`src/design/lrfp_pkg.sv`:
```
// ----------------------------------------------------------------------------
// Lidar range frame parser package
// Shared constants, status codes and types.
// ----------------------------------------------------------------------------
package lrfp_pkg;

    localparam int WIN_LEN = 9;

    localparam logic [7:0]  HEADER_RESET       = 8'h59;
    localparam logic [15:0] MIN_STRENGTH_RESET = 16'd100;

    localparam int CFG_IDX_W  = 4;
    localparam int CFG_DATA_W = 16;
    localparam logic [CFG_IDX_W-1:0] CFG_IDX_HEADER  = 4'd0;
    localparam logic [CFG_IDX_W-1:0] CFG_IDX_MIN_STR = 4'd1;

    localparam logic [1:0] STATUS_VALID = 2'd0;
    localparam logic [1:0] STATUS_WEAK  = 2'd1;
    localparam logic [1:0] STATUS_CKSUM = 2'd2;

    localparam int OUT_DATA_W = 40;

    typedef struct packed {
        logic [7:0]  header_value;
        logic [15:0] min_strength;
    } cfg_t;

    typedef struct packed {
        logic [15:0] signal_strength;
        logic [15:0] range_cm;
        logic [1:0]  frame_status;
    } result_t;

endpackage

```
`src/design/lrfp_frame_core.sv`:
```
// ----------------------------------------------------------------------------
// Lidar range frame parser window core
// Holds the byte window and fill count, examines a full frame in one pass.
// ----------------------------------------------------------------------------
module lrfp_frame_core (
    input  logic             clk,
    input  logic             rst_n,
    input  logic             byte_valid,
    input  logic [7:0]       byte_data,
    input  lrfp_pkg::cfg_t   cfg,
    output logic             res_valid,
    output lrfp_pkg::result_t res
);
    import lrfp_pkg::*;

    localparam logic [3:0] FILL_FULL = 4'(WIN_LEN - 1);

    logic [7:0] win_reg  [0:WIN_LEN-2];
    logic [7:0] win_next [0:WIN_LEN-2];
    logic [3:0] fill_reg;
    logic [3:0] fill_next;

    logic [7:0] frame [0:WIN_LEN-1];

    always_comb
    begin
        for (int i = 0; i < WIN_LEN - 1; i++)
        begin
            frame[i] = win_reg[i];
        end
        frame[WIN_LEN-1] = byte_data;
    end

    always_comb
    begin
        logic       hdr_ok;
        logic [3:0] pos;
        logic [3:0] src;
        logic [7:0] sum;
        logic [15:0] range_word;
        logic [15:0] str;

        hdr_ok = (frame[0] == cfg.header_value) && (frame[1] == cfg.header_value);
        src    = 4'd0;

        // first header byte at position one or later; none found leaves nine
        pos = 4'(WIN_LEN);
        for (int i = WIN_LEN - 1; i >= 1; i--)
        begin
            if (frame[i] == cfg.header_value)
            begin
                pos = 4'(i);
            end
        end

        sum = 8'd0;
        for (int i = 0; i < WIN_LEN - 1; i++)
        begin
            sum = sum + frame[i];
        end

        range_word = {frame[3], frame[2]};
        str        = {frame[5], frame[4]};

        for (int j = 0; j < WIN_LEN - 1; j++)
        begin
            win_next[j] = win_reg[j];
        end
        fill_next = fill_reg;
        res_valid = 1'b0;
        res       = '0;

        if (fill_reg != FILL_FULL)
        begin
            win_next[fill_reg[2:0]] = byte_data;
            fill_next = fill_reg + 4'd1;
        end
        else if (!hdr_ok)
        begin
            // drop leading bytes up to the next header byte
            for (int j = 0; j < WIN_LEN - 1; j++)
            begin
                src = 4'(j) + pos;
                if (src <= 4'(WIN_LEN - 1))
                begin
                    win_next[j] = frame[src];
                end
            end
            fill_next = 4'(WIN_LEN) - pos;
        end
        else if (sum != frame[WIN_LEN-1])
        begin
            // drop one byte and report the mismatch
            for (int j = 0; j < WIN_LEN - 1; j++)
            begin
                win_next[j] = frame[j+1];
            end
            fill_next = FILL_FULL;
            res_valid = 1'b1;
            res.frame_status = STATUS_CKSUM;
        end
        else
        begin
            fill_next           = 4'd0;
            res_valid           = 1'b1;
            res.range_cm        = range_word;
            res.signal_strength = str;
            res.frame_status    = ((str < cfg.min_strength) || (range_word == 16'd0))
                                  ? STATUS_WEAK : STATUS_VALID;
        end

        if (!byte_valid)
        begin
            res_valid = 1'b0;
        end
    end

    always_ff @(posedge clk or negedge rst_n)
    begin
        if (!rst_n)
        begin
            fill_reg <= 4'd0;
        end
        else if (byte_valid)
        begin
            fill_reg <= fill_next;
        end
    end

    always_ff @(posedge clk)
    begin
        if (byte_valid)
        begin
            for (int j = 0; j < WIN_LEN - 1; j++)
            begin
                win_reg[j] <= win_next[j];
            end
        end
    end

endmodule

```
`src/design/lrfp_out_reg.sv`:
```
// ----------------------------------------------------------------------------
// Lidar range frame parser output register
// Holds one result transaction until the downstream side takes it.
// ----------------------------------------------------------------------------
module lrfp_out_reg (
    input  logic                                clk,
    input  logic                                rst_n,
    input  logic                                load,
    input  lrfp_pkg::result_t                   res,
    output logic                                free,
    output logic                                m_tvalid,
    input  logic                                m_tready,
    output logic [lrfp_pkg::OUT_DATA_W-1:0]     m_tdata
);
    import lrfp_pkg::*;

    logic    valid_reg;
    logic    valid_next;
    result_t res_reg;

    assign free = !valid_reg || m_tready;

    always_comb
    begin
        valid_next = valid_reg;
        if (free)
        begin
            valid_next = load;
        end
    end

    always_ff @(posedge clk or negedge rst_n)
    begin
        if (!rst_n)
        begin
            valid_reg <= 1'b0;
        end
        else
        begin
            valid_reg <= valid_next;
        end
    end

    always_ff @(posedge clk)
    begin
        if (free && load)
        begin
            res_reg <= res;
        end
    end

    assign m_tvalid = valid_reg;
    assign m_tdata  = {(OUT_DATA_W - $bits(result_t))'(0), res_reg};

endmodule

```
`src/design/lidar_range_frame_parser_top.sv`:
```
// A result is presented on m_tdata after the byte transaction that completes its frame
// is captured in the input register and then loaded into the output register.
// Throughput: one byte per cycle while the output register is free; the window update and
// frame check run in a single pass between the input register and the output register.
// Reset: fill count cleared, registers return to header 0x59 and strength 100;
// the window data itself is not cleared and no clearing pass is needed.
// ----------------------------------------------------------------------------
// Lidar range frame parser top level
// Rebuilds rangefinder frames from a serial byte stream and reports readings.
// ----------------------------------------------------------------------------
module lidar_range_frame_parser_top (
    input  logic                                clk,
    input  logic                                rst_n,
    // s_tdata: [7:0] rx_byte
    input  logic                                s_tvalid,
    output logic                                s_tready,
    input  logic [7:0]                          s_tdata,
    // m_tdata: [1:0] frame_status, [17:2] range_cm, [33:18] signal_strength,
    // [39:34] zero
    output logic                                m_tvalid,
    input  logic                                m_tready,
    output logic [lrfp_pkg::OUT_DATA_W-1:0]     m_tdata,
    input  logic                                cfg_valid,
    output logic                                cfg_ready,
    input  logic [lrfp_pkg::CFG_IDX_W-1:0]      cfg_index,
    input  logic [lrfp_pkg::CFG_DATA_W-1:0]     cfg_data
);
    import lrfp_pkg::*;

    cfg_t       cfg_reg;
    logic       in_valid_reg;
    logic       in_valid_next;
    logic [7:0] in_byte_reg;
    logic       out_free;
    logic       proceed;
    logic       res_valid;
    result_t    res;

    assign cfg_ready = 1'b1;

    always_ff @(posedge clk or negedge rst_n)
    begin
        if (!rst_n)
        begin
            cfg_reg.header_value <= HEADER_RESET;
            cfg_reg.min_strength <= MIN_STRENGTH_RESET;
        end
        else if (cfg_valid && cfg_ready)
        begin
            case (cfg_index)
                CFG_IDX_HEADER:  cfg_reg.header_value <= cfg_data[7:0];
                CFG_IDX_MIN_STR: cfg_reg.min_strength <= cfg_data;
                default:         ;
            endcase
        end
    end

    // advance the held byte only when the output register can take a result
    assign proceed  = in_valid_reg && out_free;
    assign s_tready = !in_valid_reg || out_free;

    always_comb
    begin
        in_valid_next = in_valid_reg;
        if (s_tvalid && s_tready)
        begin
            in_valid_next = 1'b1;
        end
        else if (proceed)
        begin
            in_valid_next = 1'b0;
        end
    end

    always_ff @(posedge clk or negedge rst_n)
    begin
        if (!rst_n)
        begin
            in_valid_reg <= 1'b0;
        end
        else
        begin
            in_valid_reg <= in_valid_next;
        end
    end

    always_ff @(posedge clk)
    begin
        if (s_tvalid && s_tready)
        begin
            in_byte_reg <= s_tdata;
        end
    end

    lrfp_frame_core u_core (
        .clk        (clk),
        .rst_n      (rst_n),
        .byte_valid (proceed),
        .byte_data  (in_byte_reg),
        .cfg        (cfg_reg),
        .res_valid  (res_valid),
        .res        (res)
    );

    lrfp_out_reg u_out (
        .clk      (clk),
        .rst_n    (rst_n),
        .load     (res_valid),
        .res      (res),
        .free     (out_free),
        .m_tvalid (m_tvalid),
        .m_tready (m_tready),
        .m_tdata  (m_tdata)
    );

endmodule

```
`config.mk`:
```
export PLATFORM = sky130hd
export DESIGN_NAME = lidar_range_frame_parser_top
export DESIGN_NICKNAME = d
export VERILOG_FILES = /design/src/design/lrfp_pkg.sv /design/src/design/lrfp_frame_core.sv /design/src/design/lrfp_out_reg.sv /design/src/design/lidar_range_frame_parser_top.sv
export SDC_FILE = /design/constraint.sdc
export NUM_CORES = 1
export LEC_CHECK = 0
export BUFFER_PORTS_ARGS = -buffer_cell sky130_fd_sc_hd__buf_2
export CAP_MARGIN = 10
export CORE_ASPECT_RATIO = 1.1
export CORE_UTILIZATION = 35
export CTS_CLUSTER_DIAMETER = 50
export DETAILED_ROUTE_END_ITERATION = 8
export GPL_TIMING_DRIVEN = 0
export SLEW_MARGIN = 30
export SYNTH_ARGS = -nofsm -noshare
export SYNTH_HDL_FRONTEND = slang
export SYNTH_SLANG_ARGS = --single-unit
```
`constraint.sdc`:
```
create_clock -name clk -period 8.5 [get_ports clk]
set_input_delay 0.425 -clock clk [delete_from_list [all_inputs] [get_ports clk]]
set_output_delay 0.425 -clock clk [all_outputs]
set_load 0.02 [all_outputs]
```
Yosys cells after proc, flatten, opt, wreduce, memory -nomap -nowiden:

Memories as Yosys holds them, arrays and structs flattened.
Cells that the tools add are included.

* flip-flop bits (word level): 72
* bits in writable memories: 64
* logic and storage cells: 143
* memories: 1

* $add $sub $neg: 16
* magnitude comparators: 19
* eq/ne operators: 12
* multiplexer cells: 58
* bitwise gates (word level): 10
* reduce and logical (&&, ||, !) cells: 17

Memory list
* u_core.win_reg: depth 8, width 8, read ports 8, clocked after Yosys merged registers in 0, wr ports 8, line lrfp_frame_core.sv:18 `logic [7:0] win_reg [0:WIN_LEN-2];`

Operators with widths (count)
* $bmux W8 S4: 8
* $mux W8: 25
* $mux W64: 3
* $eq A8 B8 Y1: 9
* $bwmux W64: 1
* $add A8 B8 Y8: 7
* $ge A5 B5 Y1 const B: 8
* $mux W4: 10
* $not A4 Y5: 8
* $le A4 B4 Y1 const B: 8
* $demux W8 S3: 1
* $add A3 B4 Y4 const A: 4
* $logic_not A16 Y1: 1
* $lt A16 B16 Y1: 1
* $mux W1: 9
* $add A2 B4 Y4 const A: 2
* $ne A8 B8 Y1: 1
* $logic_and A1 B1 Y1: 5
* $add A1 B4 Y4 const A: 1
* $add A4 B1 Y4 const B: 1
* $eq A4 B1 Y1 const B: 1
* $ge A4 B4 Y1 const B: 1
* $logic_not A4 Y1: 1
* $lt A4 B1 Y1 const B: 1
* 11 further kinds: 15

Longest topological paths before layout:

Gate-level depths: netlist of run 1.

* depth in word-level cells: 17
* mapped depth: 20

By module:

Synthesis of run 1 repeated with hierarchy kept, for this count alone.

* cell total of the unflattened synthesis: 1274
* area, all modules: 12514.5 sq um

Modules (own cells, without submodules)
* lrfp_frame_core: instances 1, cells an instance 1161, area an instance 10110.9 sq um
* lidar_range_frame_parser_top: instances 1, cells an instance 68, area an instance 1280.0 sq um
* lrfp_out_reg: instances 1, cells an instance 45, area an instance 1123.6 sq um

Least setup slack after synthesis of run 1:

No wires, ideal clock.

* kind: flip-flop to flip-flop
* from: memory u_core.win_reg[6][2], in the netlist u_core.win_reg[1][18]
* to: memory u_core.win_reg[3][0], in the netlist u_core.win_reg[0][24] (enable)
* setup time: 0.420 ns
* data arrival time: 5.966 ns
* path slack: 2.115 ns
* cell stages (with the launch flop): 18
* path buffers: 1
* cell sequence: edfxtp_1 > fa_1 > inv_1 > fa_1 > fa_1 > fa_1 > inv_1 > ha_1 > fa_1 > a21o_1 > a21oi_1 > xnor2_1 > nor4_1 > nand2_1 > nor2_1 > or2_2 > clkbuf_1 > a2111oi_0

RTL lines (line)
* start: declaration: lrfp_frame_core.sv:18

==> results of run 1 <==
-- kinds of logic (layout without fill, tap and decap cells) --
group                      after synthesis  after routing
AOI/OAI and AO/OA                      375            375
xor gates and xnor gates               107            107
adders and majority gates               76             76
buffers and inverters                  211            317
DFF                                    136            136
muxes                                  167            167
other                                    2              7
and+or+nand+nor                        330            330
-- where the power goes --
group	switching [W]	internal, W	total, W
logic	0.00136	0.000915	0.00228
registers	0.000174	0.000825	0.000999
clock network	0.000333	0.000375	0.000708
-- per-stage QoR --
stage	setup WS (ns)	power, W	utilization, %
floorplan	2.115	0.002548	-
global placement	-0.6977	0.003181	38.53
detailed placement	1.164	0.003213	38.90
CTS	1.127	0.003929	40.35
global route	0.8621	0.004207	40.35
finish	0.8483	0.003983	40.35
-- worst max-delay path: stages (launching register included) --
cell       delay, ns
edfxtp_1        0.58
clkbuf_1        0.88
xor2_1          0.17
nor4_2          0.35
a211oi_1        0.18
a311oi_2        0.78
nor2_2          0.31
nor2_8          0.21
buf_2           0.34
buf_2           0.38
ha_1            0.32
clkbuf_1        0.42
clkbuf_1        0.83
clkbuf_1        0.71
nand4_1         0.17
a21oi_1         0.62
o2bb2ai_1       0.20
-- routing by layer --
layer  vias to the layer above  wire length [um]  global-route usage, %
li1                       5349                 -                      -
met1                      6368             26780                  45.60
met2                      1005             28880                  53.68
met3                       270              7665                  9.114
met4                         2              5107                  25.00
met5                         -                 9                      0
-- layout make-up --
| cell class | instances | area (um^2) |
|---|---|---|
| Buffer | 129 | 591.8 |
| Clock buffer | 19 | 432.9 |
| Clock inverter | 13 | 96.34 |
| Fill cell | 3642 | 21790 |
| Inverter | 82 | 310.3 |
| Multi-Input combinational cell | 1062 | 8362 |
| Sequential cell | 136 | 3943 |
| Tap cell | 487 | 609.3 |
| Timing Repair Buffer | 74 | 397.9 |
-- path summary, 6_finish.rpt --
| check | cells after the start | slack, ns | start | endpoint |
|---|---|---|---|---|
| max in group asynchronous | 1 | 7.98 | rst_n | cfg_reg[12] |
| min in group clk | 1 | 0.12 | s_tdata[0] | in_byte_reg[0] |
| max | 16 | 0.85 | u_core.win_reg[1][1] | u_core.win_reg[1][30] |
| max reg2reg | 16 | 0.85 | u_core.win_reg[1][1] | u_core.win_reg[1][30] |
| min | 1 | 0.01 | rst_n | u_out.m_tvalid |
| min reg2reg | 1 | 0.51 | cfg_reg[0] | cfg_reg[0] |
-- cells in the final DEF, fill, tap and decap left out, types with 9 or more instances in the layout --
| cell | instances |
|---|---|
| mux2i_1 | 111 |
| nand2_1 | 109 |
| a21oi_1 | 108 |
| edfxtp_1 | 106 |
| buf_2 | 87 |
| clkbuf_1 | 77 |
| inv_1 | 77 |
| xor2_1 | 60 |
| mux2_2 | 52 |
| xnor2_1 | 44 |
| nor2_1 | 41 |
| o21ai_0 | 40 |
| fa_1 | 39 |
| ha_1 | 37 |
| and2_1 | 31 |
| nand3_1 | 28 |
| nor3_1 | 25 |
| a22oi_1 | 25 |
| dfrtp_1 | 23 |
| buf_4 | 21 |
| o211ai_1 | 21 |
| a211oi_1 | 21 |
| a221o_1 | 21 |
| o221ai_1 | 20 |
| nor4_1 | 18 |
| nand4_1 | 17 |
| clkbuf_16 | 17 |
| a21o_1 | 16 |
| o22a_1 | 16 |
| nor2b_1 | 12 |
| buf_1 | 11 |
| and3_1 | 11 |
| nor3_2 | 10 |
| nand2b_1 | 10 |
| o2bb2ai_1 | 10 |
| a221oi_1 | 9 |
| a31oi_1 | 9 |
==> run metrics, run 1 <==
Port Buffers 68; Synth top area share around 24%; Tmin final roughly 7.7 ns; worst hold slack approximately 0.014 ns; Clock Latency Late Sink 0.49 ns; vias per cell between 6 and 7; Area growth, synth to finish 12.47%; top-count cell post-synth mux2i_1; adder-cell share of the synthesized area 9.487%; cell area after layout 14740 um^2; initial antenna violation count 3; number of synthesized flops with an enable pin about 110; Async SR Flop Fraction 22.06%; hpwl dp 49510 um; maxcap violations 0; Die Area ~38000 um^2; worst path required time just under 9 ns; gp weighted congestion 1.039; Cell Area, Placed between 10000 and 15000 um^2; Root Driver clkbuf_16; Final Skew between 0.02 and 0.025 ns; Cells after DPL between 1500 and 2000; Rows 73; final routed DRC violation total 0; share of layout cells above drive strength 1 around 17%; Fin. Hold Viols 0; Synth Area in Compound Gates just over 20%; CTS Sinks approximately 140; Num CTS Buffers 17; Mapped Area approximately 13000 um^2; Final nets ~1600; Post-synth top flop edfxtp_1; leak pwr about 6 nW; Setup CP Type reg2reg; post-synthesis xor/xnor area fraction under 10%; Initial Utilization ~36%; Die Wd ~190 um; Final Max Slew Viols 0; crit path max fanout 10; cts hold-fix bufs 0; largest family of logic cells by synthesized area compound AO/OA/AOI/OAI gates; global route overflow 0; router iterations before antenna repair 6; routed via count roughly 13000; # setup viols final 0; crit start category register; Worst slew margin between 20% and 30%; highest clock rate roughly 0.13 GHz; Largest register FFs 64; TritonCTS clock tree built; Critical Path AT roughly 8 ns; Post-CTS Setup Bufs 0; syn avg cell area just over 9 um^2; outcome finished clean; CTS clk-pin slew, worst paths roughly 0.070 ns; Pwr per Cell Area 270.2 nW/um^2; portion of netlist area occupied by mux cells between 10% and 20%; Cells after Synth between 1000 and 1500; Yosys cell types 79; Avg WL per Cell between 30 and 40 um; Core Area about 37000 um^2; H-tree Lvls 4; ranking of synthesized cells by area edfxtp_1, mux2i_1, fa_1; Clock Tree Buf Depth 2; GRT Util Overall 35.98%; antenna cells 0; Setup TNS 0 ns; Routed Antenna Nets 0; Yosys top cell by area edfxtp_1; global-route wire length before repair 95260 um; Non-Filler Instances between 2000 and 2500; RSZ-0062 raised after global routing false; commonest cells in the netlist mux2i_1, a21oi_1, nand2_1, edfxtp_1, clkbuf_1; Max VDD drop around 0.28 mV; vias in the first global route about 12000; Tcrit/Tclk final between 90% and 100%; # IOs 76; CP endpoint kind register; Initial DRC Count between 1500 and 2000; min-delay worst type in2async; simple-gate area share of the yosys netlist roughly 13%; pin count of the biggest net entering global routing 31; yosys warns 0; register bit total from synthesis 136; wirelength, routed between 60000 and 70000 um; die span in y between 200 and 250 um; Least-Margin Pin Slew ~1.2 ns; CTS resizes 0; sequential area share after synthesis about 30%
(Power assumes the default switching activity.)
==> inputs of run 2 (changes only) <==
Clock period 8.5 ns to 7.6 ns, I/O delays scaled along.
==> run metrics, run 2 (synthesis results as in run 1) <==
die span in y 205.0 um (unchanged); leak pwr 5.960 nW (about the same); Die Area 38230 um^2 (unchanged); Worst setup endpoint u_core.win_reg[1][30]; Rows 73 (unchanged); CTS clk-pin slew, worst paths 0.07 ns (about the same); Num CTS Buffers 17 (unchanged); vias in the first global route 12500 (+0.040%); worst reg2reg path startpoint u_core.win_reg[1][1]; wirelength, routed 68310 um (-0.20%); cell area after layout 14750 um^2 (about the same); commonest non-fill, non-tap cell in the layout mux2i_1; Root Driver clkbuf_16; failing checks setup timing; GRT Util Overall 35.99% (about the same); Final Max Slew Viols 0 (unchanged); global route overflow 0 (unchanged); Fin. Hold Viols 0 (unchanged); Final nets 1611 (unchanged); gp weighted congestion 1.039 (unchanged); maxcap violations 0 (unchanged); fin worst setup slack -0.08847 ns (-0.9368 ns); Initial Utilization 35.88% (unchanged); Pwr per Cell Area 301.9 nW/um^2 (+12%); share of layout cells above drive strength 1 16.83% (unchanged); min-delay worst type in2reg; Routed Antenna Nets 0 (unchanged); fill cell count 3643 (+0.027%); Least-Margin Pin Slew 1.148 ns (-0.01615 ns); TritonCTS clock tree built; CTS Sinks 136 (unchanged); Avg WL per Cell 34.09 um (-0.30%); Cell Area, Placed 14210 um^2 (unchanged); Post-CTS Setup Bufs 0 (unchanged); crit start category register; vias per cell 6.446 (-0.69%); Worst slew margin 23.47% (+1.1 points); crit path max fanout 10 (unchanged); Tmin final 7.688 ns (+0.03678 ns); Largest register FFs 64 (unchanged); r2r setup slk -0.09 ns (-0.94 ns); Final Skew 0.02282 ns (-0.001835 ns); Finished Core Util 40.38% (about the same); initial antenna violation count 3 (unchanged); hpwl dp 49510 um (unchanged); most frequent cells in the layout mux2i_1, nand2_1, a21oi_1; Max VDD drop 0.3089 mV (+12%); Initial DRC Count 1647 (-1.0%); Clock Tree Buf Depth 2 (unchanged); Port Buffers 68 (unchanged); FF-to-FF End u_core.win_reg[1][30]; highest clock rate 0.1301 GHz (-0.48%); Area growth, synth to finish 12.55% (about the same); Worst Setup SP u_core.win_reg[1][1]; Critical Path AT 8.01 ns (+0.04 ns); routed via count 12920 (-0.59%); final routed DRC violation total 0 (unchanged); CP endpoint kind register; CTS resizes 0 (unchanged); Setup CP Type reg2reg; Core Area 36540 um^2 (unchanged); Die Wd 186.5 um (unchanged); Tcrit/Tclk final 101.2% (+11 points); Worst R2R Path Depth 16 (unchanged); Clock Latency Late Sink 0.49 ns (about the same); worst path required time 7.92 ns (-0.90 ns); Power Total 0.004454 W (+12%); outcome finished with violations; H-tree Lvls 4 (unchanged); router iterations before antenna repair 8 (+2); # setup viols final 8 (+8); pre-CTS setup slack 0.2639 ns (-0.9000 ns); pin count of the biggest net entering global routing 31 (unchanged); RSZ-0062 raised after global routing false; # IOs 76 (unchanged); Setup TNS -0.5119 ns (-0.5119 ns); global-route wire length before repair 95290 um (about the same)
## run 2: repair_timing
item	4_1_cts	5_1_grt
hold buffers	1	0
hold endpoints to repair	6	0
endpoints found under the setup margin	0	13
## run 2: final cells by class
cell class	count	area, um^2	share of cell area, %
Multi-Input combinational cell	1062	8362	56.67
Timing Repair Buffer	75	407.9	2.765
Antenna cell	2	5.005	0.03392
Clock buffer	19	432.9	2.934
Inverter	82	310.3	2.103
Tap cell	487	609.3	4.130
Buffer	128	588.1	3.986
Clock inverter	13	96.34	0.6530
Sequential cell	136	3943	26.72
## run 2: layer usage
| layer | global-route usage [%] | wire, um |
|---|---|---|
| met4 | 25.00 | 5126 |
| met5 | 0 | 9 |
| met3 | 9.114 | 7586 |
| met1 | 45.61 | 26670 |
| met2 | 53.68 | 28920 |
## run 2: how the worst min path moves through the flow
stage                     from            endpoint  cells after the start
finish              s_tdata[0]      in_byte_reg[0]                      1
global route        s_tdata[0]      in_byte_reg[0]                      1
CTS                 s_tdata[0]      in_byte_reg[0]                      1
detailed placement  cfg_reg[8]          cfg_reg[8]                      1
global placement         rst_n  u_core.fill_reg[2]                      1
floorplan                rst_n          cfg_reg[0]                      0
## run 2: critical path, cell delays in order, from the launching register on
cell	delay (ns)
edfxtp_1	0.58
clkbuf_1	0.87
xor2_1	0.16
nor4_2	0.33
a211oi_1	0.18
a311oi_2	0.83
nor2_2	0.32
nor2_8	0.22
buf_2	0.34
buf_2	0.39
ha_1	0.32
clkbuf_1	0.43
clkbuf_1	0.83
clkbuf_1	0.71
nand4_1	0.17
a21oi_1	0.61
o2bb2ai_1	0.20
## run 2: where the power goes
part	total, W	switching, W	internal [W]
clock	0.000793	0.000373	0.000419
sequential	0.00112	0.000197	0.000923
combinational	0.00254	0.00152	0.00102
## run 2: metrics by stage
stage | std cells | hold WS [ns]
final | 2004 | 0.07561
after global routing | 2002 | 0.06272
after CTS | 2003 | 0.05987
after detailed placement | 1970 | 0.4928
after global placement | 1964 | 0.4846
after floorplan | 1409 | 0.08441
==> inputs of run 3 (changes only) <==
==> constraint.sdc (replaced) <==
create_clock -name clk -period 7.6 [get_ports clk]
set_input_delay 1.52 -clock clk [delete_from_list [all_inputs] [get_ports clk]]
set_output_delay 1.52 -clock clk [all_outputs]
set_load 0.02 [all_outputs]
==> run metrics, run 3 (synthesis results as in run 1) <==
outcome finished with violations; failing checks setup timing; GRT Util Overall 35.98% (about the same); # setup viols final 8 (unchanged); wirelength, routed 68360 um (about the same); Setup CP Type reg2reg; final routed DRC violation total 0 (unchanged); cts hold-fix bufs 0 (-1); TritonCTS clock tree built; Least-Margin Pin Slew 1.150 ns (+0.002079 ns); Critical Path AT 7.99 ns (-0.02 ns); Worst slew margin 23.04% (-0.42 points); # IOs 76 (unchanged); commonest non-fill, non-tap cell in the layout mux2i_1; global-route wire length before repair 95260 um (about the same); CTS Sinks 136 (unchanged); Worst Setup SP u_core.win_reg[1][1]; Area growth, synth to finish 12.46% (about the same); Cells after DPL 1970 (unchanged); Clock Power Share 17.8% (about the same); min-delay worst type reg2reg; vias in the first global route 12490 (-0.040%); worst path required time 7.92 ns (about the same); Routed Antenna Nets 0 (unchanged); vias per cell 6.458 (+0.19%); Max VDD drop 0.3081 mV (-0.27%); Flop pwr share 25.2% (about the same); RSZ-0062 raised after global routing false; Initial DRC Count 1661 (+0.85%); Post-CTS Setup Bufs 0 (unchanged); Power Total 0.004453 W (about the same); Largest register FFs 64 (unchanged); area of the multi-input gates 8362 um^2 (unchanged); Port Buffers 68 (unchanged); global route overflow 0 (unchanged); Num CTS Buffers 17 (unchanged); Non-Filler Instances 2002 (-0.10%); hpwl dp 49510 um (unchanged); Avg WL per Cell 34.14 um (+0.16%); pre-CTS setup slack 0.2639 ns (unchanged); Root Driver clkbuf_16; crit path max fanout 10 (unchanged); leak pwr 5.956 nW (about the same); fill cell count 3643 (unchanged); CTS resizes 0 (unchanged); H-tree Lvls 4 (unchanged); initial antenna violation count 3 (unchanged); Tmin final 7.678 ns (-0.01007 ns); share of layout cells above drive strength 1 16.84% (about the same); Switching Power 0.002087 W (about the same); pin count of the biggest net entering global routing 31 (unchanged); Tcrit/Tclk final 101.0% (-0.13 points); Clock Latency Late Sink 0.49 ns (about the same); Pwr per Cell Area 302.1 nW/um^2 (about the same); Net Sw Frac 46.87% (about the same); Sequential Area 3943 um^2 (unchanged); most frequent cells in the layout mux2i_1, nand2_1, a21oi_1; Initial Utilization 35.88% (unchanged); worst hold start cfg_reg[0]; routed via count 12930 (+0.093%); Fin. Hold Viols 0 (unchanged); Clock Tree Buf Depth 2 (unchanged); router iterations before antenna repair 9 (+1); fin worst setup slack -0.07840 ns (+0.01007 ns); maxcap violations 0 (unchanged); die span in y 205.0 um (unchanged); Rows 73 (unchanged); crit start category register; P_int 0.002366 W (about the same); Final nets 1610 (-0.062%); Die Area 38230 um^2 (unchanged); Final Skew 0.02369 ns (+0.0008745 ns); Die Wd 186.5 um (unchanged); CP endpoint kind register; Final Max Slew Viols 0 (unchanged); gp weighted congestion 1.039 (unchanged); Core Area 36540 um^2 (unchanged); worst reg2reg path startpoint u_core.win_reg[1][1]; highest clock rate 0.1302 GHz (+0.13%); Comb power frac 57.0% (about the same); CTS clk-pin slew, worst paths 0.06 ns (about the same)
[run 3: cell count changes in the layout (fill, tap and decap cells not counted), sizes merged]
| cell | delta |
|---|---|
| dlygate4sd3 | -1 |
| diode | -1 |
[run 3: layout make-up]
cell class	instances	share of cell area, %
Inverter	82	2.105
Clock buffer	19	2.937
Sequential cell	136	26.74
Timing Repair Buffer	74	2.699
Antenna cell	1	0.01698
Tap cell	487	4.133
Multi-Input combinational cell	1062	56.72
Clock inverter	13	0.6535
Buffer	128	3.989
[run 3: power by group through the flow]
stage / Clock [W] / Sequential (W) / Combinational [W]
after floorplan: 0 / 0.00100 / 0.00185
after global placement: 0 / 0.00111 / 0.00245
after detailed placement: 0 / 0.00111 / 0.00248
after CTS: 0.000798 / 0.00109 / 0.00250
after global routing: 0.000825 / 0.00111 / 0.00277
final: 0.000793 / 0.00112 / 0.00254
[run 3: metal layers]
| metal | part of all wire, % | global-route usage, % |
|---|---|---|
| met4 | 7.7 | 25.00 |
| met5 | 0.013 | 0 |
| met3 | 12 | 9.114 |
| met2 | 42 | 53.68 |
| met1 | 38 | 45.60 |
[run 3: stage by stage]
| stage | TNS, ns | cell area (um^2) | hold slack (ns) | utilization (%) |
|---|---|---|---|---|
| 2_1_floorplan | 0 | 13130 | 0.4794 | - |
| 3_3_place_gp | -13.76 | 14080 | 0.4917 | 38.53 |
| 3_5_place_dp | 0 | 14210 | 0.4928 | 38.90 |
| 4_1_cts | 0 | 14740 | 0.5097 | 40.35 |
| 5_1_grt | 0 | 14740 | 0.5321 | 40.34 |
| 6_report | -0.4427 | 14740 | 0.5090 | 40.35 |
[run 3: worst paths after layout]
path / to / slack [ns] / depth (start not counted)
setup / recovery: u_core.win_reg[1][30] / -0.08 / 16
hold / removal: cfg_reg[0] / 0.51 / 1
setup reg to reg: u_core.win_reg[1][30] / -0.08 / 16
hold reg to reg: cfg_reg[0] / 0.51 / 1
max in group asynchronous: cfg_reg[12] / 5.99 / 1
min in group asynchronous: in_valid_reg / 1.11 / 1
[run 3: worst max-delay path, stage by stage, from the launching register on]
cell	delay (ns)
edfxtp_1	0.58
clkbuf_1	0.88
xor2_1	0.16
nor4_2	0.33
a211oi_1	0.17
a311oi_2	0.82
nor2_2	0.31
nor2_8	0.22
buf_2	0.35
buf_2	0.38
ha_1	0.32
clkbuf_1	0.42
clkbuf_1	0.83
clkbuf_1	0.72
nand4_1	0.17
a21oi_1	0.62
o2bb2ai_1	0.20
